$ cat src/rtl/qrs_sqrt_cell.sv
// One digit of a restoring integer square root, registered.
module qrs_sqrt_cell #(
  parameter int NW = 64,
  parameter int RW = 32,
  parameter int STEP = 0
) (
  input  logic          clk,
  input  logic          en,
  input  logic [NW-1:0] rem_i,
  input  logic [RW-1:0] root_i,
  output logic [NW-1:0] rem_o,
  output logic [RW-1:0] root_o
);
  localparam int SH = 2 * (RW - 1 - STEP);

  logic [NW+1:0] trial;
  logic [NW+1:0] rem_sh;
  logic [NW-1:0] rem_nxt;
  logic [RW-1:0] root_nxt;

  always_comb begin
    rem_sh   = {2'b00, rem_i} >> SH;
    trial    = {{(NW+2-RW-2){1'b0}}, root_i, 2'b01};
    rem_nxt  = rem_i;
    root_nxt = root_i << 1;
    if (rem_sh >= trial) begin
      rem_nxt  = NW'(({2'b00, rem_i}) - (trial << SH));
      root_nxt = (root_i << 1) | RW'(1);
    end
  end

  always_ff @(posedge clk) begin
    if (en) begin
      rem_o  <= rem_nxt;
      root_o <= root_nxt;
    end
  end
endmodule

$ cat config.mk
export PLATFORM = sky130hd
export DESIGN_NAME = qrs_sqrt_cell
export DESIGN_NICKNAME = d
export VERILOG_FILES = /design/src/rtl/qrs_sqrt_cell.sv
export SDC_FILE = /design/constraint.sdc
export NUM_CORES = 1
export LEC_CHECK = 0
export BUFFER_PORTS_ARGS = -buffer_cell sky130_fd_sc_hd__buf_2
export CORE_UTILIZATION = 30
export CTS_CLUSTER_SIZE = 28
export DETAILED_ROUTE_END_ITERATION = 8
export HOLD_SLACK_MARGIN = 0.03
export SLEW_MARGIN = 20
export SYNTH_ARGS = -nofsm -noshare
export SYNTH_HDL_FRONTEND = slang
export SYNTH_SLANG_ARGS = --single-unit
$ cat constraint.sdc
create_clock -name clk -period 2.3 [get_ports clk]
set_clock_uncertainty 0.05 [all_clocks]
set_input_delay 0.23 -clock clk [delete_from_list [all_inputs] [get_ports clk]]
set_output_delay 0.23 -clock clk [all_outputs]
set_load 0.1 [all_outputs]
==> metrics.txt <==
final wirelength=~8.4 mm; Slew Viols, Final=0; DP HPWL=5.421 mm; Clock transition at path regs=~0.090 ns; Final Hold Violating Endpoints=0; global-route wire length before repair=11.74 mm; Layout Utilization=a little over half; Sw Ratio=a little under two fifths; Ant. Diodes=0; DRC Markers=0; Area after DPL=0.004202 sq mm; Synth Net Count=around 220; Hold Path Origin=en; RSZ-0062 raised after global routing=false; 1st-iter DRT viols=63; worst hold path type=input pin to flip-flop; Pleak=about 2.2 nW; Final setup viols=0; GPL Wtd Cong=approximately 0.71; Initial Utilization=around 31%; all-layer global routing usage=15.35%; Mapped Cells=between 100 and 150; Vert. Die Dim=just over 100 microns; Max-slew headroom=65.96%; Final min period=~1.7 ns; Critical Path Start=root_i[18]; vias=about 2300; CORE AREA=about 0.0098 sq mm; Clk pwr share=a little under a quarter; row count=36; IO Port Bufs=a little under 200; antenna violations before repair=0; post-route ant nets=0; CTS root buffer=clkbuf_8; required time of the critical path=2.44 ns; Worst Path Class, Setup=input pin to flip-flop; highest clock rate=574.2 MHz; pre-CTS WS=approximately 0.77 ns; status=completed; share of total power in sequential cells=46.5%; post-DR wirelength/cell=around 15 microns; die area=~0.011 sq mm; Fin Setup TNS=0 ns; CP arrival=1.88 ns; worst path buffer plus inverter count=2; Num Clock Sinks=96; commonest non-fill, non-tap cell in the layout=buf_2; Post-Syn Area per Cell=about 26 sq um; area grow syn2layout=75.01%; H-tree Lvls=3; postcts setup bufs=0; placed cells=443; hold depth=1; register bit total from synthesis=between 90 and 100; layout cells sized above 1=between 50% and 60%; CTS Buf Count=9; CP peak stage delay=approximately 0.55 ns; Slowest-stage cell, CP=dlygate4sd3_1; Logic pwr share=30.6%; worst-margin pin slew=approximately 0.5 ns; DR vias/cell=a little over 4; pwr dens=~850 mW/mm^2; 1st-pass router iterations=4; final instance area=roughly 0.0053 sq mm; Worst VDD drop=0.2791 mV; critical-path cell list=dlygate4sd3_1, buf_2, nor4_1, nand4_1, nor3_2, mux2i_1; final setup margin=roughly 0.56 ns; CTS tree=done; non-filler cells, final=around 550; P_int=approximately 2.8 mW; Ports=approximately 190; commonest non-fill, non-tap cells in the layout=buf_2 (192), edfxtp_1 (96), dlygate4sd3_1 (93), clkbuf_8 (9); Stages on worst setup path=6; Die X-Extent=102.7 microns; CTS max path bufs=2; nets@finish=between 500 and 600; startpoint class of the critical path=input pin; Yosys cell types=11; GR Overflow Total=0; Net Sw Power=approximately 1.7 mW; CP max FO=3; number of global-route vias before repair=roughly 2300; post-synthesis sequential area ratio=between 90% and 100%; Crit path max-delay family=simple AND/OR/NAND/NOR gates; fin crit share=75.72%; largest net degree at the start of global routing=50; Critical Path End Type=flip-flop; post-synthesis cell area=a little over 0.003 sq mm; maxcap violations=0; Warnings, synthesis=0
## flip-flops by register name, summed over array words and instances, names as in the netlist
name,cells
rem_o,64
root_o,32
## what timing repair did
item / 4_1_cts / 5_1_grt
setup endpoints to repair: 0 / 0
hold buffers: 93 / 0
gates resized for setup: 0 / 0
hold endpoints to repair: 93 / 0
## final timing paths
| path | end | slack (ns) |
|---|---|---|
| setup / recovery | rem_o[63] | 0.56 |
| hold / removal | rem_o[34] | 0.21 |
## stage by stage
stage	hold WS, ns	power [mW]
5_1_grt	0.1936	4.701
2_1_floorplan	0.2789	3.150
3_3_place_gp	0.3573	3.406
3_5_place_dp	0.3581	3.414
4_1_cts	0.1875	4.581
6_report	0.2091	4.537
## kinds of logic after synthesis
logic type | after synthesis | share of synthesized area, %
muxes | 1 | 0.3294
adders and majority gates | 2 | 0.8233
buffers and inverters | 3 | 0.3705
and+or+nand+nor | 11 | 3.170
DFF | 96 | 94.85
xor gates and xnor gates | 1 | 0.2882
AOI/OAI and AO/OA | 1 | 0.1645
## layer usage
| metal | GRT usage (%) | routed length (microns) | vias to the layer above |
|---|---|---|---|
| met2 | 26.26 | 4166 | 140 |
| met3 | 4.542 | 830 | 13 |
| li1 | - | - | 1066 |
| met5 | 0 | 0 | - |
| met1 | 17.81 | 3267 | 1058 |
| met4 | 6.923 | 142 | 0 |
## cell type report
type,count,area [sq um]
well taps,133,166.4
clock inverters,7,62.56
clock buffers,9,123.9
fillers,769,4456
multi-input cells,16,145.1
flip-flops and latches,96,2883
inverters,3,11.26
repair buffers,288,1927
## Yosys cell counts
cell | count | area [sq um]
nor4_2 | 4 | 50.05
o21ai_1 | 1 | 5.000
nand3_1 | 1 | 5.000
nor3_2 | 1 | 10.01
inv_1 | 3 | 11.26
nor4_1 | 4 | 25.02
nand4_1 | 1 | 6.260
edfxtp_1 | 96 | 2883
xnor2_1 | 1 | 8.760
mux2i_1 | 1 | 10.01
ha_1 | 2 | 25.02
## power groups by stage
stage / combinational [mW] / clock [mW] / sequential [mW]
after floorplan: 0.00805 / 0 / 3.14
after global placement: 1.26 / 0 / 2.15
after detailed placement: 1.26 / 0 / 2.15
after CTS: 1.39 / 1.08 / 2.11
after global routing: 1.43 / 1.15 / 2.13
final: 1.39 / 1.04 / 2.11
Note: power is estimated with default switching activity, not from simulation.
