$ cat src/rtl/qrs_div_cell.sv
// One quotient bit of a restoring divider, with the divisor carried alongside.
module qrs_div_cell #(
  parameter int NW = 48,
  parameter int DW = 33,
  parameter int STEP = 0
) (
  input  logic          clk,
  input  logic          en,
  input  logic [NW-1:0] num_i,
  input  logic [DW-1:0] den_i,
  input  logic [DW-1:0] rem_i,
  output logic [NW-1:0] num_o,
  output logic [DW-1:0] den_o,
  output logic [DW-1:0] rem_o
);
  logic [DW:0]   shifted;
  logic [DW-1:0] rem_nxt;
  logic [NW-1:0] num_nxt;

  always_comb begin
    shifted = {rem_i, num_i[NW-1-STEP]};
    num_nxt = num_i;
    if (shifted >= {1'b0, den_i}) begin
      rem_nxt = DW'(shifted - {1'b0, den_i});
      num_nxt[NW-1-STEP] = 1'b1;
    end else begin
      rem_nxt = DW'(shifted);
      num_nxt[NW-1-STEP] = 1'b0;
    end
  end

  always_ff @(posedge clk) begin
    if (en) begin
      num_o <= num_nxt;
      den_o <= den_i;
      rem_o <= rem_nxt;
    end
  end
endmodule

$ cat config.mk
export PLATFORM = sky130hd
export DESIGN_NAME = qrs_div_cell
export DESIGN_NICKNAME = d
export VERILOG_FILES = /design/src/rtl/qrs_div_cell.sv
export SDC_FILE = /design/constraint.sdc
export NUM_CORES = 1
export LEC_CHECK = 0
export BUFFER_PORTS_ARGS = -buffer_cell sky130_fd_sc_hd__buf_2
export CORE_MARGIN = 4
export CORE_UTILIZATION = 35
export CTS_CLUSTER_DIAMETER = 150
export CTS_CLUSTER_SIZE = 40
export DETAILED_ROUTE_END_ITERATION = 8
export GPL_ROUTABILITY_DRIVEN = 0
export PLACE_DENSITY = 0.63
export SKIP_LAST_GASP = 1
export SYNTH_ARGS = -nofsm -noshare
export SYNTH_HDL_FRONTEND = slang
export SYNTH_SLANG_ARGS = --single-unit
$ cat constraint.sdc
create_clock -name clk -period 2.46 [get_ports clk]
set_input_delay 0.246 -clock clk [delete_from_list [all_inputs] [get_ports clk]]
set_output_delay 0.246 -clock clk [all_outputs]
set_load 0.005 [all_outputs]
==> flow_metrics.env <==
export IMPL_synth_area_um2=5950
export IMPL_p_leak_uw=0.00413
export IMPL_crit_type="in2reg"
export IMPL_cp_start_kind="input port"
export IMPL_gr_total_overflow=0
export IMPL_cpMostUsedCell="buf_12"
export IMPL_clockBufferDepth=2
export IMPL_cts_root_buf="clkbuf_16"
export IMPL_nets=986
export IMPL_regArea_um2=3420
export IMPL_vdd_ir_drop_worst_mv=0.456
export IMPL_cts_tree="done"
export IMPL_dp_hpwl_mm=13.0
export IMPL_synth_ff_type="edfxtp_1"
export IMPL_syn_nets=630
export IMPL_area_growth_synth_to_final_pct=53.9
export IMPL_final_cell_area_um2=9160
export IMPL_drive_gt1_frac=0.492
export IMPL_slew_viol_final=0
export IMPL_hp_class="in2reg"
export IMPL_finalSetupViolations=3
export IMPL_antenna_found_initial=0
export IMPL_cpMaxStageDelayCell="fa_2"
export IMPL_cts_made_buffers=17
export IMPL_rsz0062_at_grt="true"
export IMPL_synthCells=480
export IMPL_dr_total_vias=5115
export IMPL_finalSetupTns_ns=-0.0216
export IMPL_path_delay_family="compound AO/OA/AOI/OAI gates"
export IMPL_routed_wl_mm=17.3
export IMPL_layout_common_cells="227 x buf_2, 114 x edfxtp_1, 90 x buf_4, 42 x inv_1, 42 x nand2_1"
export IMPL_clk_pin_slew_ns=0.05
export IMPL_worstHoldStart="num_i[13]"
export IMPL_diodes=0
export IMPL_grt_max_degree=67
export IMPL_async_reset_ff_frac=0
export IMPL_boundaryPins=230
export IMPL_fp_dieArea_um2=19200
export IMPL_postLayoutSetupSlackWorst_ns=-0.0111
export IMPL_initial_core_util=0.358
export IMPL_synth_ff_latch_count=114
export IMPL_ant_nets=0
export IMPL_pre_cts_slack_ns=-0.474
export IMPL_first_pass_iters=5
export IMPL_wl_per_cell_um=16.2
export IMPL_synth_edf_count=114
export IMPL_cpPeakStageDelay_ns=0.34
export IMPL_yosys_warnings=0
export IMPL_maxCapViolCount=0
export IMPL_yosysSeqAreaShare=0.575
export IMPL_post_dp_cell_area_um2=7970
export IMPL_cts_sinks=114
export IMPL_viasPerCell=4.78
export IMPL_multi_input_area_um2=2320
export IMPL_nFillCells=1437
export IMPL_rows=47
export IMPL_min_period_ns=2.47
export IMPL_die_x_um=138
export IMPL_final_cells=1069
export IMPL_tightest_slew_ns=0.514
export IMPL_grt_total_usage=0.172
export IMPL_grt_pass1_wl_mm=26.7
export IMPL_ys_types=60
export IMPL_crit_chain="buf_12 -> inv_12 -> ha_4 -> inv_2 -> fa_2 -> a21o_1 -> a221oi_4 -> buf_4 -> o21ai_4 -> a21boi_4 -> o31ai_4 -> a21oi_4 -> buf_12 -> buf_8 -> buf_16 -> o31ai_1"
export IMPL_syn_avg_cell_area_um2=12.4
export IMPL_drc=0
export IMPL_status="finished, violations left"
export IMPL_htreeDepth=4
export IMPL_fin_util=0.550
export IMPL_critPathMaxFanout=6
export IMPL_place_inst=999
export IMPL_fin_crit_sh=1.00
export IMPL_critPathLaunch="num_i[47]"
export IMPL_end_kind="register"
export IMPL_critical_path_buf_inv_count=7
export IMPL_fmax_mhz=405
export IMPL_layout_commonest_cell="buf_2"
export IMPL_power_density_nw_per_um2=707
export IMPL_worstPathRequired_ns=2.61
export IMPL_grt_pass1_vias=5249
export IMPL_drt_first_iter_violations=226
export IMPL_slew_headroom=0.658
export IMPL_coreArea_um2=16600
export IMPL_die_h_um=138
export IMPL_violations="negative setup slack"
export IMPL_critPathArrivalTime_ns=2.62
export IMPL_finalHoldViolations=0
export IMPL_portBuffers=229
==> logic make-up (layout without fill, tap and decap cells) <==
kind of cell / count (synthesis) / after routing / synth area share
AOI/OAI and AO/OA: 136 / 136 / 0.168
xor gates and xnor gates: 28 / 28 / 0.0412
adders and majority gates: 34 / 34 / 0.0728
buffers and inverters: 62 / 431 / 0.0528
DFF: 114 / 114 / 0.575
muxes: 1 / 1 / 0.00252
and+or+nand+nor: 105 / 105 / 0.0870
==> registers in the layout, summed over array words and instances, names as in the netlist <==
signal / flops
den_o: 33
num_o: 48
rem_o: 33
==> through the flow <==
step           total power, uW  hold slack, ns
4_1_cts                   6450        0.000459
6_report                  6480          0.0224
5_1_grt                   6800        0.000625
2_1_floorplan             3110           0.345
3_3_place_gp              3730           0.423
3_5_place_dp              3750           0.424
==> timing repair <==
item	CTS	global route
gates resized for setup	1	22
cloned	0	5
setup buffers	0	10
endpoints found under the setup margin	6	34
hold buffers	23	0
endpoints found under the hold margin	23	0
pin swaps	2	23
==> worst paths after layout <==
kind | to | slack [ns] | depth (start not counted)
max | rem_o[9] | -0.01 | 16
min | num_o[13] | 0.02 | 1
==> layout make-up <==
| cell class | count | share of cell area |
|---|---|---|
| sequential | 114 | 0.374 |
| tap | 220 | 0.0301 |
| multi-input combinational | 304 | 0.254 |
| timing repair buffer | 354 | 0.254 |
| clock inverter | 14 | 0.0223 |
| clock buffer | 18 | 0.0469 |
| inverter | 45 | 0.0198 |
==> power by group <==
group	internal, uW	total (uW)	switching, uW	leakage (uW)
Combinational	721	1420	696	0.00271
Clock	1710	2620	917	0.000297
Sequential	2380	2430	53.2	0.00111
Total	4810	6480	1670	0.00413
==> routing by layer <==
layer	routed length [um]	up-vias	part of all wire	GRT usage
li1	-	2493	-	-
met1	7070	2362	0.41	0.208
met2	8650	241	0.50	0.300
met3	1320	19	0.076	0.0466
met4	226	0	0.013	0.0546
met5	0	-	0	0
==> cell usage after synthesis, types with 2 or more instances <==
cell type | n | share of area
edfxtp_1 | 114 | 0.58
inv_1 | 44 | 0.028
nand2_1 | 42 | 0.026
ha_1 | 33 | 0.069
a21oi_1 | 32 | 0.027
o21ai_2 | 20 | 0.029
xnor2_1 | 15 | 0.022
nor2_1 | 14 | 0.0088
o21ai_0 | 14 | 0.012
o21ai_1 | 13 | 0.011
xor2_1 | 13 | 0.019
a21o_1 | 12 | 0.015
nand2_2 | 10 | 0.011
and3_1 | 7 | 0.0074
buf_2 | 6 | 0.0050
nand3_1 | 6 | 0.0050
o21bai_1 | 6 | 0.0076
buf_6 | 5 | 0.0095
nand4_1 | 5 | 0.0053
nand2b_1 | 4 | 0.0042
nor3_1 | 4 | 0.0034
o21a_1 | 4 | 0.0050
o31ai_1 | 4 | 0.0050
a31oi_1 | 3 | 0.0032
clkbuf_1 | 3 | 0.0019
nor2b_1 | 3 | 0.0032
nor4_1 | 3 | 0.0032
o211ai_1 | 3 | 0.0038
a211o_1 | 2 | 0.0029
a211oi_1 | 2 | 0.0025
and3_2 | 2 | 0.0025
buf_12 | 2 | 0.0067
o31ai_2 | 2 | 0.0042
or3_1 | 2 | 0.0021
(Power assumes the default switching activity.)
